<file path="src/rtl/tlatq_pkg.sv">
// ----------------------------------------------------------------------------
// tlatq_pkg: shared types and constants
// Request kinds, status codes, controller states and the control record
// between the controller and the datapath of the aging task queue.
// ----------------------------------------------------------------------------
package tlatq_pkg;

    localparam int TIMER_BITS = 4;
    localparam int KIND_BITS = 3;
    localparam int STATUS_BITS = 2;
    localparam int CFG_INDEX_BITS = 1;

    localparam logic [TIMER_BITS-1:0] URGENT_QUANTUM_RESET = 4'd3;
    localparam logic [TIMER_BITS-1:0] NORMAL_QUANTUM_RESET = 4'd10;

    localparam logic [KIND_BITS-1:0] KIND_ENQ_URGENT = 3'd0;
    localparam logic [KIND_BITS-1:0] KIND_ENQ_NORMAL = 3'd1;
    localparam logic [KIND_BITS-1:0] KIND_TICK_URGENT = 3'd2;
    localparam logic [KIND_BITS-1:0] KIND_TICK_NORMAL = 3'd3;
    localparam logic [KIND_BITS-1:0] KIND_DEQUEUE = 3'd4;

    localparam logic [STATUS_BITS-1:0] STATUS_OK = 2'd0;
    localparam logic [STATUS_BITS-1:0] STATUS_FULL = 2'd1;
    localparam logic [STATUS_BITS-1:0] STATUS_EMPTY = 2'd2;

    localparam logic [CFG_INDEX_BITS-1:0] CFG_URGENT_QUANTUM = 1'b0;
    localparam logic [CFG_INDEX_BITS-1:0] CFG_NORMAL_QUANTUM = 1'b1;

    typedef enum logic [2:0] {
        ST_IDLE,
        ST_DECODE,
        ST_UAGE,
        ST_UEXP,
        ST_UKEEP,
        ST_NSCAN,
        ST_RESULT
    } ctrl_state_t;

    // Commands from the controller to the datapath.
    typedef struct packed {
        logic load;        // capture the request
        logic do_simple;   // enqueue, dequeue or no operation
        logic age_urgent;  // decrement urgent timers
        logic age_normal;  // decrement normal timers
        logic scan_start;  // clear the scan index, and the build counter when aging
        logic uexp_step;   // gather one expired urgent entry
        logic ukeep_step;  // gather one live urgent entry
        logic ucommit;     // copy the rebuilt urgent queue back
        logic nstep;       // process one normal entry
        logic ncommit;     // write back the normal count
    } dp_cmd_t;

    // Status from the datapath to the controller.
    typedef struct packed {
        logic [KIND_BITS-1:0] kind;
        logic scan_done;
    } dp_stat_t;

endpackage

</file>
<file path="src/rtl/tlatq_ctrl.sv">
// ----------------------------------------------------------------------------
// tlatq_ctrl: sequencing controller
// Walks each request through decode, the aging passes and the result stage.
// ----------------------------------------------------------------------------
module tlatq_ctrl (
    input  logic clk,
    input  logic rst_n,
    input  logic in_valid,
    output logic in_ready,
    output logic res_load,
    input  logic res_free,
    input  tlatq_pkg::dp_stat_t stat,
    output tlatq_pkg::dp_cmd_t cmd
);
    import tlatq_pkg::*;

    ctrl_state_t state_reg;
    ctrl_state_t state_next;

    always_ff @(posedge clk or negedge rst_n)
    begin
        if (!rst_n)
        begin
            state_reg <= ST_IDLE;
        end
        else
        begin
            state_reg <= state_next;
        end
    end

    always_comb
    begin
        state_next = state_reg;
        cmd = '0;
        in_ready = 1'b0;
        res_load = 1'b0;
        unique case (state_reg)
            ST_IDLE:
            begin
                in_ready = 1'b1;
                if (in_valid)
                begin
                    cmd.load = 1'b1;
                    state_next = ST_DECODE;
                end
            end
            ST_DECODE:
            begin
                cmd.scan_start = 1'b1;
                if (stat.kind == KIND_TICK_URGENT)
                begin
                    cmd.age_urgent = 1'b1;
                    state_next = ST_UAGE;
                end
                else if (stat.kind == KIND_TICK_NORMAL)
                begin
                    cmd.age_normal = 1'b1;
                    state_next = ST_NSCAN;
                end
                else
                begin
                    state_next = ST_RESULT;
                end
            end
            ST_UAGE:
            begin
                cmd.scan_start = 1'b1;
                state_next = ST_UEXP;
            end
            ST_UEXP:
            begin
                if (stat.scan_done)
                begin
                    cmd.scan_start = 1'b1;
                    state_next = ST_UKEEP;
                end
                else
                begin
                    cmd.uexp_step = 1'b1;
                end
            end
            ST_UKEEP:
            begin
                if (stat.scan_done)
                begin
                    cmd.ucommit = 1'b1;
                    state_next = ST_RESULT;
                end
                else
                begin
                    cmd.ukeep_step = 1'b1;
                end
            end
            ST_NSCAN:
            begin
                if (stat.scan_done)
                begin
                    cmd.ncommit = 1'b1;
                    state_next = ST_RESULT;
                end
                else
                begin
                    cmd.nstep = 1'b1;
                end
            end
            ST_RESULT:
            begin
                if (res_free)
                begin
                    cmd.do_simple = 1'b1;
                    res_load = 1'b1;
                    state_next = ST_IDLE;
                end
            end
            default:
            begin
                state_next = ST_IDLE;
            end
        endcase
    end
endmodule

</file>
<file path="config.mk">
export PLATFORM = sky130hd
export DESIGN_NAME = tlatq_ctrl
export DESIGN_NICKNAME = d
export VERILOG_FILES = /design/src/rtl/tlatq_pkg.sv /design/src/rtl/tlatq_ctrl.sv
export SDC_FILE = /design/constraint.sdc
export NUM_CORES = 1
export LEC_CHECK = 0
export BUFFER_PORTS_ARGS = -buffer_cell sky130_fd_sc_hd__clkbuf_2
export CAP_MARGIN = 20
export CORE_AREA = 2 2 39 41
export DETAILED_ROUTE_END_ITERATION = 8
export DIE_AREA = 0 0 41 43
export GPL_TIMING_DRIVEN = 0
export PLACE_DENSITY = 0.53
export SLEW_MARGIN = 20
export SYNTH_ARGS = -nofsm -noshare
export SYNTH_HDL_FRONTEND = slang
export SYNTH_SLANG_ARGS = --single-unit
</file>
<file path="constraint.sdc">
create_clock -name clk -period 1.1 [get_ports clk]
set_clock_uncertainty 0.05 [all_clocks]
set_input_delay 0.055 -clock clk [delete_from_list [all_inputs] [get_ports clk]]
set_output_delay 0.055 -clock clk [all_outputs]
set_load 0.05 [all_outputs]
</file>
# [Word level (Yosys, flattened, before mapping)]
# Index checks and enable logic that the tools add are counted.
[totals] mem_count=0 ff_bits=3 ram_bits=0 rom_bits=0 word_cells=39 latchBits=0 output_inout_bits=12 in_bits=8
[op_classes] muxes=22 div_mod_pow=0 bitwise_logic=0 addsub=0 shift=0 n_eq_ne=12 multipliers=0 n_reduce_logical=4 order_cmp=0
[ops] cell="3-bit one-hot mux with 6 select lines" count=1
[ops] cell="3-bit two-way mux" count=5
[ops] cell="3-bit by 2-bit == test with 1-bit output (second input constant)" count=4
[ops] cell="1-bit two-way mux" count=11
[ops] cell="3-bit == test (second input constant)" count=3
[ops] cell="2-bit two-way mux" count=4
[ops] cell="2-bit != test (second input constant)" count=3
[ops] cell="4-bit AND reduction" count=1
[ops] cell="2-bit OR reduction" count=2
[ops] cell="3-bit by 1-bit == test with 1-bit output (second input constant)" count=1
[ops] cell="3-bit zero test" count=1
[ops] cell="2-bit by 1-bit != test with 1-bit output (second input constant)" count=1
[ops] cell="1-bit one-hot mux with 2 select lines" count=1

# [Logic depth before layout (Yosys ltp)]
# Gate-level depths: netlist (run 1).
[depth] word_depth=4 ltp_mapped=4 mapped_depth_nobuf=3

# [Least setup slack after synthesis (run 1)]
# No wires, ideal clock.
[synth_timing] path_kind="reg-to-output" start="reg state_reg[2]" end="out cmd[4] in the netlist's numbering" path_slack_ns=-0.732 n_path_buf=0 required_time_ns=0.995 arrival_ns=1.727 stages_incl_launch_ff=3 cell_sequence="dfrtp_1 nand2b_1 nor3b_1"
[synth_rtl] element="start: declaration" line_no="tlatq_ctrl.sv:17" source="ctrl_state_t state_reg;"
[synth_rtl] element="start signal: assignment" line_no="tlatq_ctrl.sv:28" source="state_reg <= state_next;"
[synth_rtl] element="end: declaration" line_no="tlatq_ctrl.sv:13" source="output tlatq_pkg::dp_cmd_t cmd"

==> impl_metrics.toml, run 1 <==
[outcome]
status = "finished with violations"
violations = "setup timing"

[grt]
antenna_found_initial = 0
grt_pass1_vias = 414
grt_pass1_wl_um = 1710
grt_max_degree = 11
grt_usage = 0.142
overflow = 0

[floorplan]
die_area_mm2 = 0.00176
ios = 20
rows = 14
core_mm2 = 0.00138
die_w_um = 41
initial_core_util = 0.222
fp.dieH_um = 43

[sta]
tns_ns = -3.86
setup_ws_ns = -0.347
layout_min_cycle_time_ns = 1.45
hold_viol_final = 0
holdWs_ns = 0.0942
slew_violations = 0
timing.fmax_mhz = 691
setup_viol = 15
post-route-period-util = 1.32
slew_headroom = 0.837
rsz0062_at_grt = "yes"
tightest_slew_ns = 0.243

[clock_network]
clkSlewWorstSetupHoldPaths_ns = 0.04
clock-sinks = 3
clock_path_buffers = 2
cts_tree = "done"
htreeDepth = 1
cts_buffers = 3
cts_root_buf = "clkbuf_4"
clk_latency_ns = 0.24

[place]
io_buffers = 19
hpwl_um = 658
pre_cts_slack_ns = -0.242
place_congestion = 0.699

[final_layout]
largest_reg_flops = 3
drive_above_1_share = 0.779
nets = 86
n_antenna_cell = 0
fill_cells = 119
area_delta_synth_final_pct = 175

[synthesis]
syn_area_per_cell_um2 = 8.07
synth_ff_type = "dfrtp_1"
async_flop_share = 1.00
yosys.area.top_type = "dfrtp_1"
synthTopCellsByArea = "dfrtp_1, buf_4, nor2_1"
syn_inst = 38
synth_edf_count = 0
synth_compound_gate_area_share = 0.245
synthAdderAreaFrac = 0
synth_top_family_by_area = "simple AND/OR/NAND/NOR gates"
synthTopCellsByCount = "nor2_1, buf_4, dfrtp_1, nor3_1"
mappedNetlistNets = 46
synthSimpleGateAreaFrac = 0.376
syn_area_um2 = 307
synth_xor_area_frac = 0
ys_types = 23
yosys.area.top_type_share = 0.245
synth_seq_cells = 3
yosysWarningCount = 0
synthMuxAreaShare = 0
seq_area_frac_synth = 0.245
yosysMostFrequentCell = "nor2_1"

[setup_path]
critical_path.endpoint_type = "output pin"
critPathRequiredTime_ns = 1.00
rr_endpoint = "state_reg[2]"
cp-start-kind = "flip-flop"
crit_arrival_ns = 1.34
timing.rr.start = "state_reg[1]"
rr_worst_depth = 4
worstSetupPathType = "reg -> out"
rrSetupSlack_ns = -0.17
crit_fanout = 7

[power]
ir_drop_v = 0.00142
power_leakage_nw = 0.370
p_per_area_mw_per_mm2 = 3010

[job]
cap_violations = 0

[drt]
dr.pass1.iters = 3
wirelength_um = 1170
post_drt_wl_per_cell_um = 12.5
vias = 435
drt_iter0_markers = 2
drcViolationCount = 0
via_per_inst = 4.68
ant_nets = 0

[hold_path]
hp-class = "in -> async"
[report_power, final]
group          leakage (nW)  internal [mW]  switching [mW]  total, mW
combinational         0.320           1.05            1.04       2.09
clock                0.0150          0.136          0.0617      0.198
sequential           0.0346          0.173          0.0788      0.252
[routing by layer]
metal  up-vias  routed length (um)  GRT usage
met5         -                   0          0
met1       201                 430      0.172
met4         0                  29     0.0800
met2        15                 654      0.228
li1        215                   -          -
met3         4                  52     0.0157
[final cells by class]
cell class                      count  area (um2)  area share
Timing Repair Buffer               35         354       0.420
Tap cell                           16        20.0      0.0237
Clock buffer                        4        26.3      0.0312
Buffer                              4        48.8      0.0579
Multi-Input combinational cell     29         307       0.364
Sequential cell                     3        76.3      0.0905
Inverter                            2        11.3      0.0134
[logic make-up after synthesis]
family,after synthesis
AOI/OAI and AO/OA,10
buffers and inverters,6
DFF,3
and+or+nand+nor,19
[layout by cell type, fill, tap and decap left out, types with 3 or more instances in the layout]
cell	count
buf_4	13
buf_8	11
clkbuf_2	7
buf_6	4
nor3_4	3
nor2_4	3
clkbuf_4	3
[critical path, cell delays in order, from the launching register on]
cell and delay [ns]:
dfrtp_1 0.39, buf_6 0.14, and4b_4 0.33, buf_8 0.10, clkbuf_16 0.14
[how the worst max path moves through the flow]
stage | from | to | slack [ns]
after floorplan | state_reg[0] | cmd[5] | -0.18
after global placement | state_reg[0] | cmd[1] | -0.23
after detailed placement | state_reg[0] | cmd[1] | -0.24
after CTS | state_reg[0] | cmd[8] | -0.35
after global routing | state_reg[0] | cmd[8] | -0.39
final | state_reg[0] | cmd[8] | -0.35
[through the flow]
stage / power [mW] / utilization / instance area (um2) / instances
after detailed placement: 1.58 / 0.379 / 524 / 73
after CTS: 2.24 / 0.552 / 764 / 87
final: 2.54 / 0.609 / 843 / 93
after floorplan: 1.37 / - / 409 / 38
after global placement: 1.58 / 0.379 / 524 / 73
after global routing: 2.67 / 0.609 / 843 / 93
[what timing repair did]
item,in CTS,in global routing
hold endpoints to repair,3,0
endpoints found under the setup margin,15,15
buffers inserted,9,6
cloned,0,1
gates resized for setup,32,15
hold buffers,1,0
pin swaps,5,8
(Power assumes the default switching activity.)
==> run 2, diff against run 1 <==
RECOVER_POWER = 25   (was default)
==> impl_metrics.toml, run 2 (synthesized netlist as in run 1, its figures left out) <==
[floorplan]
ios = 20
initial_core_util = 0.222
rows = 14
die_area_mm2 = 0.00176
fp.dieH_um = 43
die_w_um = 41
core_mm2 = 0.00138

[outcome]
status = "finished with violations"
violations = "setup timing"

[sta]
slew_violations = 0
setup_ws_ns = -0.346
post-route-period-util = 1.31
layout_min_cycle_time_ns = 1.45
hold_viol_final = 0
tightest_slew_ns = 0.243
rsz0062_at_grt = "yes"
timing.fmax_mhz = 691
slew_headroom = 0.838
setup_viol = 15

[hold_path]
hp-class = "in -> async"

[clock_network]
clock_path_buffers = 2
cts_buffers = 3
clk_latency_ns = 0.24
htreeDepth = 1
clkSlewWorstSetupHoldPaths_ns = 0.04
cts_tree = "done"
cts_root_buf = "clkbuf_4"
clock-sinks = 3

[final_layout]
drive_above_1_share = 0.766
largest_reg_flops = 3
nets = 86
design_area_um2 = 842
layout_commonest_cell = "buf_4"
final_cell_mix = "buf_4, buf_8, clkbuf_2, buf_6"
n_antenna_cell = 0
fin_cells = 93
area_delta_synth_final_pct = 175
post-route-util = 0.608

[power]
p_per_area_mw_per_mm2 = 3010
power_leakage_nw = 0.367
ir_drop_v = 0.00142

[setup_path]
cp-start-kind = "flip-flop"
rr_worst_depth = 4
crit_fanout = 7
crit_arrival_ns = 1.34
critPathRequiredTime_ns = 1.00
slowest_stage = "dfrtp_1"
worstSetupPathType = "reg -> out"
timing.rr.start = "state_reg[1]"
critical_path.endpoint_type = "output pin"
rrSetupSlack_ns = -0.17
rr_endpoint = "state_reg[2]"
crit_path_max_incr_delay_ns = 0.39
path_cells = "buf_6, and4b_4, buf_8, clkbuf_16"

[drt]
via_per_inst = 4.69
wirelength_um = 1160
wl_met1_um = 421
drt_iter0_markers = 2
met2_length_um = 656
vias = 436
drcViolationCount = 0
ant_nets = 0
dr_wl_met3_um = 54
dr.max_layer_used = "met4"
post_drt_wl_per_cell_um = 12.5
dr.pass1.iters = 4

[job]
cap_violations = 0

[place]
dp.cells = 73
place_congestion = 0.699
pre_cts_slack_ns = -0.242
dpl_cell_area_um2 = 524
hpwl_um = 658
io_buffers = 19

[grt]
grt_pass1_wl_um = 1710
grt_max_degree = 11
antenna_found_initial = 0
grt_pass1_vias = 414
overflow = 0
grt_usage = 0.142
## run 2: changes by cell type in the layout (fill, tap and decap cells not counted)
cell and delta:
clkbuf_2 -1, clkbuf_1 +1
## run 2: layout make-up
type	instances	area [um2]
inverters	2	11.3
multi-input cells	29	307
plain buffers	4	48.8
clock buffers	4	26.3
fillers	119	542
flip-flops and latches	3	76.3
repair buffers	35	353
well taps	16	20.0
## run 2: what timing repair did
action	CTS	global route
cloned	0	1
endpoints found under the hold margin	3	0
setup buffers	9	6
setup endpoints to repair	15	15
hold buffers	1	0
resized for setup	32	15
pin swaps	5	8
## run 2: where the power goes
part	total [mW]	leakage (nW)	switching, mW	internal, mW
registers	0.252	0.0346	0.0785	0.173
logic	2.09	0.317	1.04	1.05
clock network	0.198	0.0150	0.0614	0.136
## run 2: through the flow
| stage | hold WS [ns] | setup TNS [ns] | power (mW) |
|---|---|---|---|
| 2_1_floorplan | -0.291 | -1.01 | 1.37 |
| 3_3_place_gp | -0.198 | -1.71 | 1.58 |
| 3_5_place_dp | -0.198 | -1.74 | 1.58 |
| 4_1_cts | 0.0961 | -3.74 | 2.24 |
| 5_1_grt | 0.120 | -4.69 | 2.67 |
| 6_report | 0.0991 | -3.86 | 2.54 |
## run 2: worst max-delay path: cells and delay by family (launching register included)
family / cells / cell delay (ns)
flops: 1 / 0.39
simple gates: 1 / 0.33
buf+inv: 3 / 0.38
## run 2: how the worst max path moves through the flow
stage          cells after the start      to          from  slack, ns
3_5_place_dp                       5  cmd[1]  state_reg[0]      -0.24
6_report                           4  cmd[8]  state_reg[0]      -0.35
4_1_cts                            4  cmd[8]  state_reg[0]      -0.35
3_3_place_gp                       5  cmd[1]  state_reg[0]      -0.23
2_1_floorplan                      3  cmd[5]  state_reg[0]      -0.18
5_1_grt                            4  cmd[8]  state_reg[0]      -0.39
## run 2: routing by layer
layer | vias up | GRT usage
li1 | 214 | -
met3 | 4 | 0.0157
met1 | 201 | 0.172
met5 | - | 0
met4 | 0 | 0.0800
met2 | 17 | 0.228
